File: src/rtl/bhc_pkg.sv
`timescale 1ns / 1ps
// Shared types and constants for the BMP header check and RGB565 pixel stream.
// No dependencies; every other file of the block but bhc_ifs imports this package.
package bhc_pkg;

    localparam int unsigned POS_W  = 32;
    localparam int unsigned WORD_W = 32;
    localparam int unsigned DIM_W  = 16;
    localparam int unsigned CFG_W  = 16;

    typedef logic [POS_W-1:0]  pos_t;
    typedef logic [WORD_W-1:0] word_t;
    typedef logic [DIM_W-1:0]  dim_t;

    typedef enum logic [1:0] {
        PH_IDLE,
        PH_HEADER,
        PH_SKIP,
        PH_PIXEL
    } phase_t;

    typedef enum logic [1:0] {
        LANE_BLUE,
        LANE_GREEN,
        LANE_RED
    } lane_t;

    typedef enum logic [1:0] {
        KIND_ACCEPT = 2'd0,
        KIND_REJECT = 2'd1,
        KIND_PIXEL  = 2'd2
    } kind_t;

    typedef enum logic [2:0] {
        CAUSE_NONE       = 3'd0,
        CAUSE_MAGIC      = 3'd1,
        CAUSE_SIZE       = 3'd2,
        CAUSE_PLANES     = 3'd3,
        CAUSE_COMPRESSED = 3'd4
    } cause_t;

    typedef enum logic [2:0] {
        OP_ACCEPT,
        OP_REJECT,
        OP_BLUE,
        OP_GREEN,
        OP_RED
    } op_t;

    // Command passed from the parser to the pixel packer through the queue.
    typedef struct packed {
        op_t        op;
        cause_t     cause;
        logic [7:0] data;
    } cmd_t;

    typedef enum logic {
        CFG_DISPLAY_WIDTH  = 1'b0,
        CFG_DISPLAY_HEIGHT = 1'b1
    } cfg_index_t;

    localparam dim_t  DISPLAY_WIDTH_RESET  = 16'd320;
    localparam dim_t  DISPLAY_HEIGHT_RESET = 16'd240;
    localparam logic [15:0] BMP_MAGIC  = 16'h4D42;
    localparam logic [15:0] PLANES_ONE = 16'd1;
    localparam word_t HEADER_LEN = 32'd34;

    // Position of the last byte of each header field that is checked or kept.
    localparam pos_t POS_MAGIC_END  = 32'd1;
    localparam pos_t POS_OFFSET_END = 32'd13;
    localparam pos_t POS_WIDTH_END  = 32'd21;
    localparam pos_t POS_HEIGHT_END = 32'd25;
    localparam pos_t POS_PLANES_END = 32'd27;
    localparam pos_t POS_COMP_END   = 32'd33;

endpackage

File: src/rtl/bhc_ifs.sv
`timescale 1ns / 1ps
// Valid/ready stream interfaces for the file bytes and the result items.
// Depends on nothing; the field widths are fixed by the block.
interface bhc_in_if;
    logic       valid;
    logic       ready;
    logic [7:0] data_byte;
    logic       first_byte;

    modport source (output valid, output data_byte, output first_byte, input ready);
    modport sink   (input valid, input data_byte, input first_byte, output ready);
endinterface

interface bhc_out_if;
    logic        valid;
    logic        ready;
    logic [1:0]  result_kind;
    logic [2:0]  reject_cause;
    logic [15:0] pixel_rgb565;

    modport source (output valid, output result_kind, output reject_cause,
                    output pixel_rgb565, input ready);
    modport sink   (input valid, input result_kind, input reject_cause,
                    input pixel_rgb565, output ready);
endinterface

File: src/rtl/bmp_header_check_rgb565_stream.sv
`timescale 1ns / 1ps
// Takes a BMP file one byte per cycle and yields one result per header
// decision (accept, or reject with its cause) and one RGB565 pixel per
// blue-green-red triple. Bytes are taken at a sustained rate of one per
// clock while the result side keeps up; the parser and the pixel packer are
// parted by a command queue of QUEUE_DEPTH entries ahead of a registered
// result stage. The size check accepts either orientation of the display
// set in the two configuration registers, which the user must write only
// while the block holds no pending work; the block does not enforce this.
// Depends on bhc_pkg, bhc_ifs, bhc_front, bhc_queue and bhc_back.
module bmp_header_check_rgb565_stream #(
    parameter int QUEUE_DEPTH = 4
) (
    input  logic        clk,
    input  logic        rst_n,
    input  logic        cfg_we,
    input  logic        cfg_index,
    input  logic [15:0] cfg_data,
    bhc_in_if.sink      bytes,
    bhc_out_if.source   results
);
    import bhc_pkg::*;

    logic queue_full;
    logic queue_empty;
    logic push_valid;
    logic pop;
    cmd_t push_cmd;
    cmd_t head_cmd;

    bhc_front u_front (
        .clk        (clk),
        .rst_n      (rst_n),
        .cfg_we     (cfg_we),
        .cfg_index  (cfg_index),
        .cfg_data   (cfg_data),
        .bytes      (bytes),
        .queue_full (queue_full),
        .push_valid (push_valid),
        .push_cmd   (push_cmd)
    );

    bhc_queue #(
        .DEPTH (QUEUE_DEPTH)
    ) u_queue (
        .clk      (clk),
        .rst_n    (rst_n),
        .push     (push_valid),
        .push_cmd (push_cmd),
        .pop      (pop),
        .head_cmd (head_cmd),
        .full     (queue_full),
        .empty    (queue_empty)
    );

    bhc_back u_back (
        .clk         (clk),
        .rst_n       (rst_n),
        .queue_empty (queue_empty),
        .head_cmd    (head_cmd),
        .pop         (pop),
        .results     (results)
    );

endmodule

File: src/rtl/bhc_front.sv
`timescale 1ns / 1ps
// Front end: accepts file bytes, parses and checks the BMP header, counts
// off the gap to the pixel data and tags pixel bytes. Uses bhc_pkg, bhc_ifs.
module bhc_front (
    input  logic                 clk,
    input  logic                 rst_n,
    input  logic                 cfg_we,
    input  logic                 cfg_index,
    input  logic [15:0]          cfg_data,
    bhc_in_if.sink               bytes,
    input  logic                 queue_full,
    output logic                 push_valid,
    output bhc_pkg::cmd_t        push_cmd
);
    import bhc_pkg::*;

    phase_t phase_reg, phase_next;
    pos_t   pos_reg, pos_next;
    lane_t  lane_reg, lane_next;
    word_t  shift_reg, shift_next;
    word_t  offset_reg, offset_next;
    word_t  width_reg, width_next;
    dim_t   disp_w_reg, disp_h_reg;

    logic   in_fire;
    phase_t cur_phase;
    pos_t   cur_pos;
    lane_t  cur_lane;
    word_t  shift_new;
    dim_t   disp_max, disp_min;
    word_t  img_max, img_min;
    logic   size_ok;
    logic   magic_ok;
    logic   planes_ok;
    logic   comp_ok;

    assign bytes.ready = !queue_full;
    assign in_fire     = bytes.valid && !queue_full;

    // A first byte restarts the parse whatever state the previous file left.
    assign cur_phase = bytes.first_byte ? PH_HEADER : phase_reg;
    assign cur_pos   = bytes.first_byte ? '0 : pos_reg;
    assign cur_lane  = bytes.first_byte ? LANE_BLUE : lane_reg;
    assign shift_new = {bytes.data_byte, shift_reg[WORD_W-1:8]};

    assign disp_max  = (disp_w_reg > disp_h_reg) ? disp_w_reg : disp_h_reg;
    assign disp_min  = (disp_w_reg > disp_h_reg) ? disp_h_reg : disp_w_reg;
    assign img_max   = (width_reg > shift_new) ? width_reg : shift_new;
    assign img_min   = (width_reg > shift_new) ? shift_new : width_reg;
    assign size_ok   = (img_max == {{(WORD_W-DIM_W){1'b0}}, disp_max})
                    && (img_min == {{(WORD_W-DIM_W){1'b0}}, disp_min});
    assign magic_ok  = (shift_new[31:16] == BMP_MAGIC);
    assign planes_ok = (shift_new[31:16] == PLANES_ONE);
    assign comp_ok   = (shift_new == '0);

    always_comb
    begin
        phase_next = phase_reg;
        if (in_fire)
        begin
            phase_next = cur_phase;
            case (cur_phase)
                PH_HEADER:
                begin
                    case (cur_pos)
                        POS_MAGIC_END:  if (!magic_ok)  phase_next = PH_IDLE;
                        POS_HEIGHT_END: if (!size_ok)   phase_next = PH_IDLE;
                        POS_PLANES_END: if (!planes_ok) phase_next = PH_IDLE;
                        POS_COMP_END:
                        begin
                            if (!comp_ok)
                                phase_next = PH_IDLE;
                            else if (offset_reg <= HEADER_LEN)
                                phase_next = PH_PIXEL;
                            else
                                phase_next = PH_SKIP;
                        end
                        default: phase_next = PH_HEADER;
                    endcase
                end
                PH_SKIP:
                begin
                    if (cur_pos == offset_reg)
                        phase_next = PH_PIXEL;
                end
                default: phase_next = cur_phase;
            endcase
        end
    end

    always_comb
    begin
        logic pixel_byte;
        pixel_byte  = 1'b0;
        pos_next    = pos_reg;
        lane_next   = lane_reg;
        shift_next  = shift_reg;
        offset_next = offset_reg;
        width_next  = width_reg;
        push_valid  = 1'b0;
        push_cmd    = '{op: OP_ACCEPT, cause: CAUSE_NONE, data: bytes.data_byte};
        if (in_fire)
        begin
            pos_next  = cur_pos;
            lane_next = cur_lane;
            case (cur_phase)
                PH_HEADER:
                begin
                    shift_next = shift_new;
                    pos_next   = cur_pos + 1'b1;
                    case (cur_pos)
                        POS_MAGIC_END:
                        begin
                            if (!magic_ok)
                            begin
                                push_valid     = 1'b1;
                                push_cmd.op    = OP_REJECT;
                                push_cmd.cause = CAUSE_MAGIC;
                            end
                        end
                        POS_OFFSET_END: offset_next = shift_new;
                        POS_WIDTH_END:  width_next  = shift_new;
                        POS_HEIGHT_END:
                        begin
                            if (!size_ok)
                            begin
                                push_valid     = 1'b1;
                                push_cmd.op    = OP_REJECT;
                                push_cmd.cause = CAUSE_SIZE;
                            end
                        end
                        POS_PLANES_END:
                        begin
                            if (!planes_ok)
                            begin
                                push_valid     = 1'b1;
                                push_cmd.op    = OP_REJECT;
                                push_cmd.cause = CAUSE_PLANES;
                            end
                        end
                        POS_COMP_END:
                        begin
                            push_valid = 1'b1;
                            lane_next  = LANE_BLUE;
                            if (!comp_ok)
                            begin
                                push_cmd.op    = OP_REJECT;
                                push_cmd.cause = CAUSE_COMPRESSED;
                            end
                        end
                        default: ;
                    endcase
                end
                PH_SKIP:
                begin
                    if (cur_pos != offset_reg)
                        pos_next = cur_pos + 1'b1;
                    else
                        pixel_byte = 1'b1;
                end
                PH_PIXEL: pixel_byte = 1'b1;
                default: ;
            endcase

            if (pixel_byte)
            begin
                push_valid = 1'b1;
                case (cur_lane)
                    LANE_BLUE:
                    begin
                        push_cmd.op = OP_BLUE;
                        lane_next   = LANE_GREEN;
                    end
                    LANE_GREEN:
                    begin
                        push_cmd.op = OP_GREEN;
                        lane_next   = LANE_RED;
                    end
                    default:
                    begin
                        push_cmd.op = OP_RED;
                        lane_next   = LANE_BLUE;
                    end
                endcase
            end
        end
    end

    always_ff @(posedge clk or negedge rst_n)
    begin
        if (!rst_n)
        begin
            phase_reg  <= PH_IDLE;
            pos_reg    <= '0;
            lane_reg   <= LANE_BLUE;
            disp_w_reg <= DISPLAY_WIDTH_RESET;
            disp_h_reg <= DISPLAY_HEIGHT_RESET;
        end
        else
        begin
            phase_reg <= phase_next;
            pos_reg   <= pos_next;
            lane_reg  <= lane_next;
            if (cfg_we)
            begin
                case (cfg_index_t'(cfg_index))
                    CFG_DISPLAY_WIDTH:  disp_w_reg <= cfg_data[DIM_W-1:0];
                    CFG_DISPLAY_HEIGHT: disp_h_reg <= cfg_data[DIM_W-1:0];
                    default: ;
                endcase
            end
        end
    end

    always_ff @(posedge clk)
    begin
        shift_reg  <= shift_next;
        offset_reg <= offset_next;
        width_reg  <= width_next;
    end

endmodule

File: src/rtl/bhc_queue.sv
`timescale 1ns / 1ps
// Short command queue between the header parser and the pixel packer.
// Uses bhc_pkg for the command type.
module bhc_queue #(
    parameter int DEPTH = 4
) (
    input  logic          clk,
    input  logic          rst_n,
    input  logic          push,
    input  bhc_pkg::cmd_t push_cmd,
    input  logic          pop,
    output bhc_pkg::cmd_t head_cmd,
    output logic          full,
    output logic          empty
);
    import bhc_pkg::*;

    localparam int PTR_W = (DEPTH > 1) ? $clog2(DEPTH) : 1;
    localparam int CNT_W = $clog2(DEPTH + 1);
    localparam logic [PTR_W-1:0] LAST = PTR_W'(DEPTH - 1);

    cmd_t             mem [DEPTH];
    logic [PTR_W-1:0] wr_ptr_reg, rd_ptr_reg;
    logic [CNT_W-1:0] count_reg;
    logic             do_push, do_pop;

    assign full     = (count_reg == CNT_W'(DEPTH));
    assign empty    = (count_reg == '0);
    assign do_push  = push && !full;
    assign do_pop   = pop && !empty;
    assign head_cmd = mem[rd_ptr_reg];

    always_ff @(posedge clk)
    begin
        if (do_push)
            mem[wr_ptr_reg] <= push_cmd;
    end

    always_ff @(posedge clk or negedge rst_n)
    begin
        if (!rst_n)
        begin
            wr_ptr_reg <= '0;
            rd_ptr_reg <= '0;
            count_reg  <= '0;
        end
        else
        begin
            if (do_push)
                wr_ptr_reg <= (wr_ptr_reg == LAST) ? '0 : wr_ptr_reg + 1'b1;
            if (do_pop)
                rd_ptr_reg <= (rd_ptr_reg == LAST) ? '0 : rd_ptr_reg + 1'b1;
            if (do_push && !do_pop)
                count_reg <= count_reg + 1'b1;
            else if (do_pop && !do_push)
                count_reg <= count_reg - 1'b1;
        end
    end

endmodule

File: src/rtl/bhc_back.sv
`timescale 1ns / 1ps
// Back end: packs tagged blue, green and red bytes into RGB565 pixels and
// drives the registered result channel. Uses bhc_pkg and bhc_ifs.
module bhc_back (
    input  logic          clk,
    input  logic          rst_n,
    input  logic          queue_empty,
    input  bhc_pkg::cmd_t head_cmd,
    output logic          pop,
    bhc_out_if.source     results
);
    import bhc_pkg::*;

    logic        out_valid_reg, out_valid_next;
    kind_t       kind_reg, kind_next;
    cause_t      cause_reg, cause_next;
    logic [15:0] pix_reg, pix_next;
    logic [15:0] hold_reg, hold_next;
    logic        slot_free;
    logic        makes_result;

    assign slot_free    = !out_valid_reg || results.ready;
    // Blue and green bytes only update the partial pixel and never wait.
    assign makes_result = (head_cmd.op != OP_BLUE) && (head_cmd.op != OP_GREEN);
    assign pop          = !queue_empty && (slot_free || !makes_result);

    always_comb
    begin
        out_valid_next = out_valid_reg && !results.ready;
        kind_next      = kind_reg;
        cause_next     = cause_reg;
        pix_next       = pix_reg;
        hold_next      = hold_reg;
        if (pop)
        begin
            case (head_cmd.op)
                OP_BLUE:  hold_next = {11'b0, head_cmd.data[7:3]};
                OP_GREEN: hold_next = hold_reg | {5'b0, head_cmd.data[7:2], 5'b0};
                OP_RED:
                begin
                    out_valid_next = 1'b1;
                    kind_next      = KIND_PIXEL;
                    cause_next     = CAUSE_NONE;
                    pix_next       = hold_reg | {head_cmd.data[7:3], 11'b0};
                end
                OP_REJECT:
                begin
                    out_valid_next = 1'b1;
                    kind_next      = KIND_REJECT;
                    cause_next     = head_cmd.cause;
                    pix_next       = '0;
                end
                default:
                begin
                    out_valid_next = 1'b1;
                    kind_next      = KIND_ACCEPT;
                    cause_next     = CAUSE_NONE;
                    pix_next       = '0;
                end
            endcase
        end
    end

    always_ff @(posedge clk or negedge rst_n)
    begin
        if (!rst_n)
            out_valid_reg <= 1'b0;
        else
            out_valid_reg <= out_valid_next;
    end

    always_ff @(posedge clk)
    begin
        kind_reg  <= kind_next;
        cause_reg <= cause_next;
        pix_reg   <= pix_next;
        hold_reg  <= hold_next;
    end

    assign results.valid        = out_valid_reg;
    assign results.result_kind  = kind_reg;
    assign results.reject_cause = cause_reg;
    assign results.pixel_rgb565 = pix_reg;

endmodule
File: src/flat_wrapper.sv
// flat-port wrapper written by rule: the top's interface ports become plain ports
module bmp_header_check_rgb565_stream_flat import bhc_pkg::*;
#(
    parameter int QUEUE_DEPTH = 4
)
  (clk, rst_n, cfg_we, cfg_index, cfg_data, bytes_valid, bytes_data_byte, bytes_first_byte, bytes_ready, results_valid, results_result_kind, results_reject_cause, results_pixel_rgb565, results_ready);
  bhc_in_if bytes_i ();
  bhc_out_if results_i ();
  input  logic clk;
  input  logic rst_n;
  input  logic cfg_we;
  input  logic cfg_index;
  input  logic [15:0] cfg_data;
  input wire logic [$bits(bytes_i.valid)-1:0] bytes_valid;
  input wire logic [$bits(bytes_i.data_byte)-1:0] bytes_data_byte;
  input wire logic [$bits(bytes_i.first_byte)-1:0] bytes_first_byte;
  output wire logic [$bits(bytes_i.ready)-1:0] bytes_ready;
  output wire logic [$bits(results_i.valid)-1:0] results_valid;
  output wire logic [$bits(results_i.result_kind)-1:0] results_result_kind;
  output wire logic [$bits(results_i.reject_cause)-1:0] results_reject_cause;
  output wire logic [$bits(results_i.pixel_rgb565)-1:0] results_pixel_rgb565;
  input wire logic [$bits(results_i.ready)-1:0] results_ready;
  assign bytes_i.valid = bytes_valid;
  assign bytes_i.data_byte = bytes_data_byte;
  assign bytes_i.first_byte = bytes_first_byte;
  assign bytes_ready = bytes_i.ready;
  assign results_valid = results_i.valid;
  assign results_result_kind = results_i.result_kind;
  assign results_reject_cause = results_i.reject_cause;
  assign results_pixel_rgb565 = results_i.pixel_rgb565;
  assign results_i.ready = results_ready;
  bmp_header_check_rgb565_stream #(.QUEUE_DEPTH(QUEUE_DEPTH)) u_core (.clk(clk), .rst_n(rst_n), .cfg_we(cfg_we), .cfg_index(cfg_index), .cfg_data(cfg_data), .bytes(bytes_i), .results(results_i));
endmodule
File: config.mk
export PLATFORM = sky130hd
export DESIGN_NAME = bmp_header_check_rgb565_stream_flat
export DESIGN_NICKNAME = d
export VERILOG_FILES = /design/src/rtl/bhc_pkg.sv /design/src/rtl/bhc_ifs.sv /design/src/rtl/bmp_header_check_rgb565_stream.sv /design/src/rtl/bhc_front.sv /design/src/rtl/bhc_queue.sv /design/src/rtl/bhc_back.sv /design/src/flat_wrapper.sv
export SDC_FILE = /design/constraint.sdc
export NUM_CORES = 1
export LEC_CHECK = 0
export ABC_AREA = 0
export ABC_CLOCK_PERIOD_IN_PS = 16400
export BUFFER_PORTS_ARGS = -buffer_cell sky130_fd_sc_hd__buf_2
export CAP_MARGIN = 5
export CORE_MARGIN = 2
export CORE_UTILIZATION = 65
export CTS_BUF_LIST = sky130_fd_sc_hd__clkbuf_8
export CTS_CLUSTER_SIZE = 8
export DETAILED_ROUTE_END_ITERATION = 12
export PLACE_DENSITY = 0.83
export SLEW_MARGIN = 10
export SYNTH_ARGS = -nofsm -noshare
export SYNTH_HDL_FRONTEND = slang
export SYNTH_HIERARCHICAL = 1
export SYNTH_SLANG_ARGS = --single-unit
File: constraint.sdc
create_clock -name clk -period 16.4 [get_ports clk]
set_input_delay 1.64 -clock clk [delete_from_list [all_inputs] [get_ports clk]]
set_output_delay 1.64 -clock clk [all_outputs]
set_load 0.005 [all_outputs]
Word-level counts from Yosys, hierarchy flattened
Memories as Yosys holds them, arrays and structs flattened.
Index checks and enable logic that the tools add are counted.
{ "word_totals": {"output_inout_bits": 23, "memories": 1, "ramBits": 56, "register_bits": 209, "input_bits": 31, "elab_cells": 137} }
{ "memory_table": {"columns": ["memory", "depth", "word_bits", "rd", "rd_clocked_by_memory_dff", "wr", "line", "source"], "rows": [
  ["u_core.u_queue.mem", 4, 14, 1, 0, 1, "bhc_queue.sv:22", "cmd_t mem [DEPTH];"]
]} }
{ "classes": {"bitwise": 4, "add_sub_neg": 5, "muxes": 52, "n_lt_le_gt_ge": 3, "n_eq_ne": 25, "n_reduce_logical": 31} }
{ "op_table": {"columns": ["operator", "count"], "rows": [
  ["$mux 32", 4],
  ["$eq 32x5->1 const B", 3],
  ["$eq 32x16->1", 2],
  ["$pmux 16 s2", 2],
  ["$pmux 32 s2", 1],
  ["$add 32x1->32 const B", 1],
  ["$eq 32x1->1 const B", 1],
  ["$eq 32x32->1", 1],
  ["$eq 32x4->1 const B", 1],
  ["$eq 32x6->1 const B", 1],
  ["$gt 32x32->1", 1],
  ["$le 32x6->1 const B", 1],
  ["$logic_not 32->1", 1],
  ["$mux 16", 2],
  ["$ne 32x32->1", 1],
  ["$mux 2", 12],
  ["$mux 4", 5],
  ["$eq 16x1->1 const B", 1],
  ["$eq 16x15->1 const B", 1],
  ["$gt 16x16->1", 1],
  ["$or 16x11->16", 1],
  ["$or 16x16->16", 1],
  ["$pmux 4 s4", 1],
  ["$mux 1", 13],
  ["27 further kinds", 61]
]} }

Depth between registers and ports, before layout
Gate-level depths: netlist of run 1.
{ "depth": {"depth_word": 14, "mapped_depth": 23} }

Cells and area by module
The synthesis of run 1 kept the hierarchy.
{ "modules_own_cells": {"columns": ["module", "area_per_inst_um2", "cells_each", "n_inst"], "rows": [
  ["bhc_front", 10176.0, 1092, 1],
  ["bhc_queue", 2516.2, 110, 1],
  ["bhc_back", 1306.3, 82, 1]
]} }

Least setup slack after synthesis of run 1
Ideal clock, no wire load.
{ "synth_path": {"kind": "input -> register", "start": "input port bytes_first_byte", "end": "register u_core.u_front.width_reg[0], enable pin", "setup_time_ns": 0.501, "arrival_time_ns": 7.031, "slack_ns": 8.868, "t_required_ns": 15.899, "stages": 9, "path_cell_list": "clkbuf_1 -> clkbuf_1 -> clkbuf_1 -> or2_2 -> ha_1 -> clkbuf_1 -> and2_1 -> nand2_1 -> nor4_1"} }
{ "synth_between": {"elab_chain_cells": 3} }
{ "synth_lines": {"columns": ["element", "line", "source"], "rows": [
  ["start: declaration", "flat_wrapper.sv:16", "input wire logic [$bits(bytes_i.first_byte)-1:0] bytes_first_byte;"],
  ["$mux 32 or $mux 2 (tied branches)", "bhc_front.sv:42, bhc_front.sv:41", null],
  ["$eq 32x5->1 or $eq 2x1->1 (tied branches)", "bhc_front.sv:111, bhc_front.sv:106", null],
  ["$reduce_and 3->1 (no source line) *", null, null],
  ["end signal: assignment", "bhc_front.sv:219", "width_reg <= width_next;"],
  ["end: declaration", "bhc_front.sv:22", "word_t width_reg, width_next;"]
]} }
Mark *: on every way between the ends. The rest lies on a longest branch, timed or not.
A chain may end at the register's enable or synchronous reset.

Worst setup path in the final report of run 1
{ "layout_path": {"start": "input port bytes_data_byte[6]", "end": "register u_core.u_queue.count_reg[1]"} }
{ "layout_between": {"elab_chain_cells": 13} }
{ "layout_lines": {"columns": ["element", "line", "source"], "rows": [
  ["start: declaration", "flat_wrapper.sv:15", "input wire logic [$bits(bytes_i.data_byte)-1:0] bytes_data_byte;"],
  ["$gt 32x32->1", "bhc_front.sv:48, bhc_front.sv:49", null],
  ["$mux 32, on equally long branches", "bhc_front.sv:48, bhc_front.sv:49", null],
  ["$eq 32x16->1, on equally long branches", "bhc_front.sv:50, bhc_front.sv:51", null],
  ["$logic_and 1x1->1", "bhc_front.sv:51", "&& (img_min == {{(WORD_W-DIM_W){1'b0}}, disp_min});"],
  ["$mux 1", "bhc_front.sv:125", "if (!size_ok)"],
  ["$pmux 1 s4 *", "bhc_front.sv:111", "case (cur_pos)"],
  ["$mux 1 *", "bhc_front.sv:106", "case (cur_phase)"],
  ["$mux 1 *", "bhc_front.sv:165", "if (pixel_byte)"],
  ["$mux 1 *", "bhc_front.sv:102", "if (in_fire)"],
  ["named net u_core.push_valid", "bmp_header_check_rgb565_stream.sv:26", "logic push_valid;"],
  ["$logic_and 1x1->1 *", "bhc_queue.sv:29", "assign do_push = push && !full;"],
  ["named net u_core.u_queue.do_push", "bhc_queue.sv:25", "logic do_push, do_pop;"],
  ["$logic_not 1->1", "bhc_queue.sv:55", "else if (do_pop && !do_push)"],
  ["$logic_and 1x1->1", "bhc_queue.sv:55", null],
  ["$reduce_bool 2->1 (no source line)", null, null],
  ["end signal: assignment", "bhc_queue.sv:54", "count_reg <= count_reg + 1'b1;"],
  ["end signal: assignment", "bhc_queue.sv:56", "count_reg <= count_reg - 1'b1;"],
  ["end: declaration", "bhc_queue.sv:24", "logic [CNT_W-1:0] count_reg;"]
]} }
The timed path passes the listed nets; every way through them passes the cells marked *.

==> flow_summary_export.csv, run 1 <==
group,metric,value,unit
setup_path,crit_required,16.85,ns
setup_path,cp-start-kind,"input port",
sta,setup_tns,0,ns
setup_path,startpoint,"bytes_data_byte[6]",
detailed_routing,wl_per_cell,21.44,um
cts,cts-resized-gates,0,
synthesis,synth_fp_nets,1363,
placement,dp_hpwl,24670,um
placement,place_area,0.01409,mm2
placement,port_buffers,53,
finish,fin_nets,1406,
finish,layout.cells.non_filler,1619,
setup_path,crit_arrival,7.22,ns
pwr,total_power,1.821,mW
finish,area_delta_synth_final,8.139,%
placement,dp_cells,1547,
finish,drive_gt1_frac,0.1570,
synthesis,yosysWarnings,6,
run,maxCapViolCount,0,
cts,clock-sinks,244,
sta,fin_crit_sh,0.4127,
detailed_routing,drt_wl_total,34710,um
setup_path,worstPathMaxFanout,26,
setup_path,cp-end-kind,"flop",
floorplan,num_io_pins,54,
setup_path,r2r_slack,10.25,ns
setup_path,path_cells,"buf_2 -> inv_1 -> ha_1 -> nand4_1 -> nor3_1 -> a221o_1 -> o21ai_2 -> a21boi_0 -> o211a_1 -> or4b_1 -> nor4_1 -> nand4_1 -> nor3_1 -> o21ai_0 -> a2bb2oi_1 -> nor2b_4 -> ha_1 -> inv_1 -> fa_1 -> mux2_2",
pwr,p_leak,5.641,nW
cts,cts_tree,"built",
cts,cts-buffers-inserted,41,
placement,gp_congestion,0.9625,
sta,grt_setup_unrepaired,"false",
synthesis,syn_inst,1272,
sta,hold_violations,0,
finish,diodes,0,
worst_hold_path,holdCritStartpoint,"u_core/u_queue/count_reg[2]$_DFFE_PN0P_",
detailed_routing,drc,0,
pwr,peakVddDrop,0.00007411,V
placement,pre_cts_slack,9.195,ns
synthesis,netlist_area,0.01370,mm2
finish,fill_cells,1488,
global_route,grt_pass1_vias,10420,
floorplan,die_h,149.2,um
sta,min_period,6.768,ns
sta,fin_ws,9.632,ns
detailed_routing,vias_per_cell,6.685,
floorplan,start_util,0.6579,
finish,largest_reg_flops,48,
detailed_routing,detail-route-antenna-nets,0,
floorplan,rows,53,
sta,relSlewSlack,0.2194,
floorplan,dieWidth,149.2,um
global_route,track_usage,0.3192,
sta,slew_viol_final,0,
finish,final_cell_area,0.01481,mm2
pwr,powerDensity,122.9,mW/mm2
cts,ctsLongestPathBuffers,3,
cts,insertion_delay,0.57,ns
setup_path,r2r-start,"u_core/u_front/shift_reg[29]$_DFFE_PP_",
setup_path,path_class,"in2reg",
sta,timing_worst_slew_pin_value,1.167,ns
floorplan,core,0.02082,mm2
finish,postLayoutCoreUtil,0.7114,
detailed_routing,drt_first_iter_violations,1019,
global_route,antenna_found_initial,0,
sta,clock_skew,0.03088,ns
setup_path,critPathSlowestCell,"o21ai_2",
global_route,overflow,0,
cts,postCtsSetupRepairBufs,0,
detailed_routing,num_vias,10823,
worst_hold_path,hold_path_class,"reg2reg",
sta,max_freq,147.7,MHz
finish,regMostFlops,"u_core/u_queue/mem",
detailed_routing,met2_wirelength,16600,um
sta,setup_viol,0,
global_route,grt_first_pass_wirelength,55260,um
outcome,status,"complete, no violations",
cts,cts_max_level,2,
cts,hold_buffers,0,
cts,path_clk_slew,0.06,ns
detailed_routing,route.met3.wl,2978,um
global_route,grt_max_degree,77,
detailed_routing,wl_met1,13100,um
synthesis,syn-mean-instance-area,10.77,um2
sta,hold_slack,0.5017,ns
detailed_routing,top_layer,"met4",
cts,clockRootBuffer,"clkbuf_8",
floorplan,dieArea,0.02225,mm2
setup_path,critical-path-max-stage-delay,0.75,ns
detailed_routing,firstDrtPassIters,8,
-- path summary, 6_finish.rpt --
kind / endpoint / cells past startpoint
max in group asynchronous: u_core/u_front/disp_h_reg[0]$_DFFE_PN0P_ / 1
worst min register to register: u_core/u_queue/count_reg[2]$_DFFE_PN0P_ / 1
min in group asynchronous: u_core/u_front/pos_reg[8]$_DFFE_PN0P_ / 1
worst max-delay path: u_core/u_queue/count_reg[1]$_DFFE_PN0P_ / 20
worst max register to register: u_core/u_queue/count_reg[1]$_DFFE_PN0P_ / 19
worst min-delay path: u_core/u_queue/count_reg[2]$_DFFE_PN0P_ / 1
-- worst max-delay path, delay by kind of cell --
kind,cells,cell delay [ns]
buffers and inverters,3,0.34
and+or+nand+nor,7,1.91
muxes,1,0.27
AOI/OAI and AO/OA,6,2.05
adders and majority gates,3,0.99
-- cells in the final DEF, fill, tap and decap left out, types with 7 or more instances in the layout --
| cell type | instances |
|---|---|
| clkbuf_8 | 42 |
| nor4_1 | 29 |
| dfrtp_1 | 70 |
| nor2b_1 | 17 |
| edfxtp_1 | 168 |
| nor2_1 | 96 |
| o41ai_1 | 7 |
| o32ai_1 | 8 |
| a21o_1 | 11 |
| a22o_1 | 8 |
| nand2_1 | 94 |
| a21oi_1 | 63 |
| nand3_1 | 49 |
| o21ai_0 | 78 |
| nor3_1 | 49 |
| inv_1 | 89 |
| and2_1 | 13 |
| nand4_1 | 33 |
| xnor2_1 | 20 |
| buf_4 | 10 |
| and2_2 | 17 |
| mux2_2 | 32 |
| a31oi_1 | 30 |
| o22ai_1 | 8 |
| ha_1 | 59 |
| buf_2 | 52 |
| o31ai_1 | 8 |
| and3_1 | 9 |
| o211ai_1 | 10 |
-- per-layer routing --
layer,GRT usage,vias to the layer above
met2,0.5281,601
met5,0,-
met4,0.1743,0
met3,0.04434,128
li1,-,4929
met1,0.4098,5165
-- layout make-up --
cell class | instances | area (um2) | share of cell area
Inverter | 72 | 270.3 | 0.01824
Tap cell | 275 | 344.1 | 0.02323
Clock buffer | 42 | 578.1 | 0.03902
Multi-Input combinational cell | 894 | 6187 | 0.4177
Sequential cell | 244 | 6954 | 0.4695
Timing Repair Buffer | 62 | 335.3 | 0.02264
Clock inverter | 30 | 143.9 | 0.009714
-- power by group --
part | internal [mW] | switching, mW | total [mW]
registers | 0.767 | 0.0913 | 0.858
clock network | 0.241 | 0.251 | 0.492
logic | 0.196 | 0.275 | 0.471
total | 1.20 | 0.617 | 1.82
(Power assumes the default switching activity.)
==> run 2, diff against run 1 <==
--- a/config.mk
+++ b/config.mk
@@ -5,8 +5,8 @@
 export SDC_FILE = /design/constraint.sdc
 export NUM_CORES = 1
 export LEC_CHECK = 0
-export ABC_AREA = 0
-export ABC_CLOCK_PERIOD_IN_PS = 16400
+export ABC_AREA = 1
+export ABC_CLOCK_PERIOD_IN_PS = 6300
 export BUFFER_PORTS_ARGS = -buffer_cell sky130_fd_sc_hd__buf_2
 export CAP_MARGIN = 5
 export CORE_MARGIN = 2
==> constraint.sdc (replaced) <==
create_clock -name clk -period 6.3 [get_ports clk]
set_input_delay 0.63 -clock clk [delete_from_list [all_inputs] [get_ports clk]]
set_output_delay 0.63 -clock clk [all_outputs]
set_load 0.005 [all_outputs]
==> run 2 against run 1 <==
  * Sequential share of layout area is 2.1 points lower
  * Utilization increased by 0.17 points
  * Setup slack worse by 8.5 ns
  * Final cell count increased by 27%
  * Via count is 11% higher
  * Highest routed layer unchanged
  * Critical path depth grew 1
  * Global-route usage decreased by 1.3 points
  * Clock skew shrank 0.014 ns
  * Area after synthesis increased by 4.9%
  * Sequential power increased to 2.7 times the previous value
  * Non-clock buffer count grew 9
==> flow_summary_export.csv, run 2 <==
group,metric,value,unit
sta,relSlewSlack,0.2268,
finish,fill_cells,1661,
finish,layout_common_cells,"402 x nand2_1, 267 x inv_1, 168 x edfxtp_1",
setup_path,crit_required,6.46,ns
global_route,grt_max_degree,52,
detailed_routing,drt_first_iter_violations,1303,
global_route,track_usage,0.3059,
sta,grt_setup_unrepaired,"false",
finish,diodes,0,
setup_path,cp-start-kind,"flop",
outcome,status,"complete, no violations",
finish,multi_input_area,0.006071,mm2
pwr,powerDensity,343.7,mW/mm2
finish,largest_reg_flops,48,
detailed_routing,drc,0,
cts,cts_max_level,2,
placement,gp_congestion,0.9535,
placement,port_buffers,53,
global_route,antenna_found_initial,0,
global_route,grt_pass1_vias,11609,
detailed_routing,num_vias,12067,
global_route,overflow,0,
cts,insertion_delay,0.55,ns
placement,place_area,0.01477,mm2
setup_path,crit_arrival,5.35,ns
sta,timing_worst_slew_pin_value,1.156,ns
run,maxCapViolCount,0,
floorplan,die_h,152.7,um
floorplan,rows,54,
cts,postCtsSetupRepairBufs,0,
sta,min_period,5.188,ns
setup_path,worstPathMaxFanout,44,
finish,layout.cells.non_filler,2053,
setup_path,cp-end-kind,"flop",
sta,fin_crit_sh,0.8235,
worst_hold_path,hold_path_class,"in2async",
finish,drive_gt1_frac,0.1184,
cts,cts_tree,"built",
sta,max_freq,192.7,MHz
sta,clock_skew,0.01702,ns
cts,hold_buffers,0,
finish,area_delta_synth_final,7.986,%
synthesis,syn-mean-instance-area,8.501,um2
global_route,grt_first_pass_wirelength,57840,um
setup_path,path_class,"reg2reg",
floorplan,num_io_pins,54,
floorplan,core,0.02176,mm2
synthesis,netlist_area,0.01437,mm2
detailed_routing,detail-route-antenna-nets,0,
sta,setup_viol,0,
synthesis,synth_fp_nets,1781,
finish,final_cell_area,0.01551,mm2
cts,path_clk_slew,0.06,ns
synthesis,syn_inst,1690,
placement,dp_hpwl,25170,um
placement,dp_cells,1981,
finish,regMostFlops,"u_core/u_queue/mem",
finish,mostFrequentLayoutCell,"nand2_1",
floorplan,start_util,0.6603,
pwr,peakVddDrop,0.0001759,V
detailed_routing,firstDrtPassIters,6,
floorplan,dieWidth,152.7,um
cts,cts-buffers-inserted,41,
detailed_routing,drt_wl_total,35850,um
sta,slew_viol_final,0,
floorplan,dieArea,0.02331,mm2
cts,clockRootBuffer,"clkbuf_8",
synthesis,yosysWarnings,6,
cts,clock-sinks,244,
sta,setup_tns,0,ns
finish,fin_nets,1835,
sta,hold_violations,0,
cts,cts-resized-gates,0,
finish,seqCellArea,0.006954,mm2
pwr,p_leak,7.071,nW
detailed_routing,wl_per_cell,17.46,um
detailed_routing,vias_per_cell,5.878,
cts,ctsLongestPathBuffers,3,
run 2: cell count changes in the layout (fill, tap and decap cells not counted), moves of 24 or more:
cell | previous run | this run
a31oi_1 | 30 | 6
inv_1 | 89 | 267
mux2_2 | 32 | 0
nand2_1 | 94 | 402
nand3_1 | 49 | 123
nor2_1 | 96 | 131
nor3_1 | 49 | 24
run 2: worst max-delay path, stage by stage (launching register included):
cell and delay (ns):
edfxtp_1 0.57, inv_1 0.15, ha_1 0.36, nand2_1 0.07, nor2_1 0.15, nand4_1 0.10, nor2_1 0.21, nand4_2 0.10
buf_4 0.27, nand2_2 0.11, buf_4 0.38, o21ai_0 0.23, xor2_1 0.19, nand3_1 0.12, nor2_1 0.09, nand2_1 0.09
nand2_1 0.09, nand2_1 0.08, nor2_1 0.04, o21bai_1 0.29, nand2_2 0.19, nor2_1 0.90
run 2: area by class of cell:
| type | instances | share of cell area |
|---|---|---|
| Multi-Input combinational cell | 1122 | 0.3913 |
| Tap cell | 280 | 0.02258 |
| Clock buffer | 44 | 0.03904 |
| Sequential cell | 244 | 0.4483 |
| Clock inverter | 28 | 0.008630 |
| Inverter | 264 | 0.06420 |
| Timing Repair Buffer | 71 | 0.02597 |
run 2: final timing paths:
check                                                            start                                  endpoint  slack (ns)  depth (start not counted)
worst max register to register  u_core/u_front/shift_reg[31]$_DFFE_PP_        u_core/u_queue/mem[2][7]$_DFFE_PP_        1.11                         21
max in group asynchronous                                        rst_n  u_core/u_front/disp_h_reg[3]$_DFFE_PN0P_        5.26                          2
worst min register to register  u_core/u_front/pos_reg[25]$_DFFE_PN0P_    u_core/u_front/pos_reg[25]$_DFFE_PN0P_        0.48                          2
min in group clk                                           cfg_data[6]  u_core/u_front/disp_w_reg[6]$_DFFE_PN1P_        0.33                          3
worst min-delay path                                             rst_n    u_core/u_front/pos_reg[12]$_DFFE_PN0P_      0.0006                          1
worst max-delay path            u_core/u_front/shift_reg[31]$_DFFE_PP_        u_core/u_queue/mem[2][7]$_DFFE_PP_        1.11                         21
run 2: where the power goes:
group          total [mW]  internal (mW)  switching, mW
logic                1.77          0.568           1.20
registers            2.28           2.06          0.222
clock network        1.29          0.651          0.634
total                5.33           3.28           2.06
run 2: through the flow:
stage	setup slack, ns	hold WS (ns)	util	total power [mW]
after global routing	0.8059	0.02302	0.7131	5.661
after CTS	1.218	0.0002743	0.7131	5.327
after global placement	1.271	0.4628	0.6791	3.939
final	1.112	0.0005744	0.7131	5.332
after detailed placement	1.065	0.4660	0.6791	4.027
after floorplan	0.08676	0.3344	-	3.542
run 2: routing by layer:
layer / up-vias / track usage / routed length [um]
li1: 5754 / - / -
met2: 613 / 0.5268 / 17570
met3: 124 / 0.04579 / 2740
met5: - / 0 / 0
met4: 0 / 0.1332 / 1444
met1: 5576 / 0.3864 / 14100
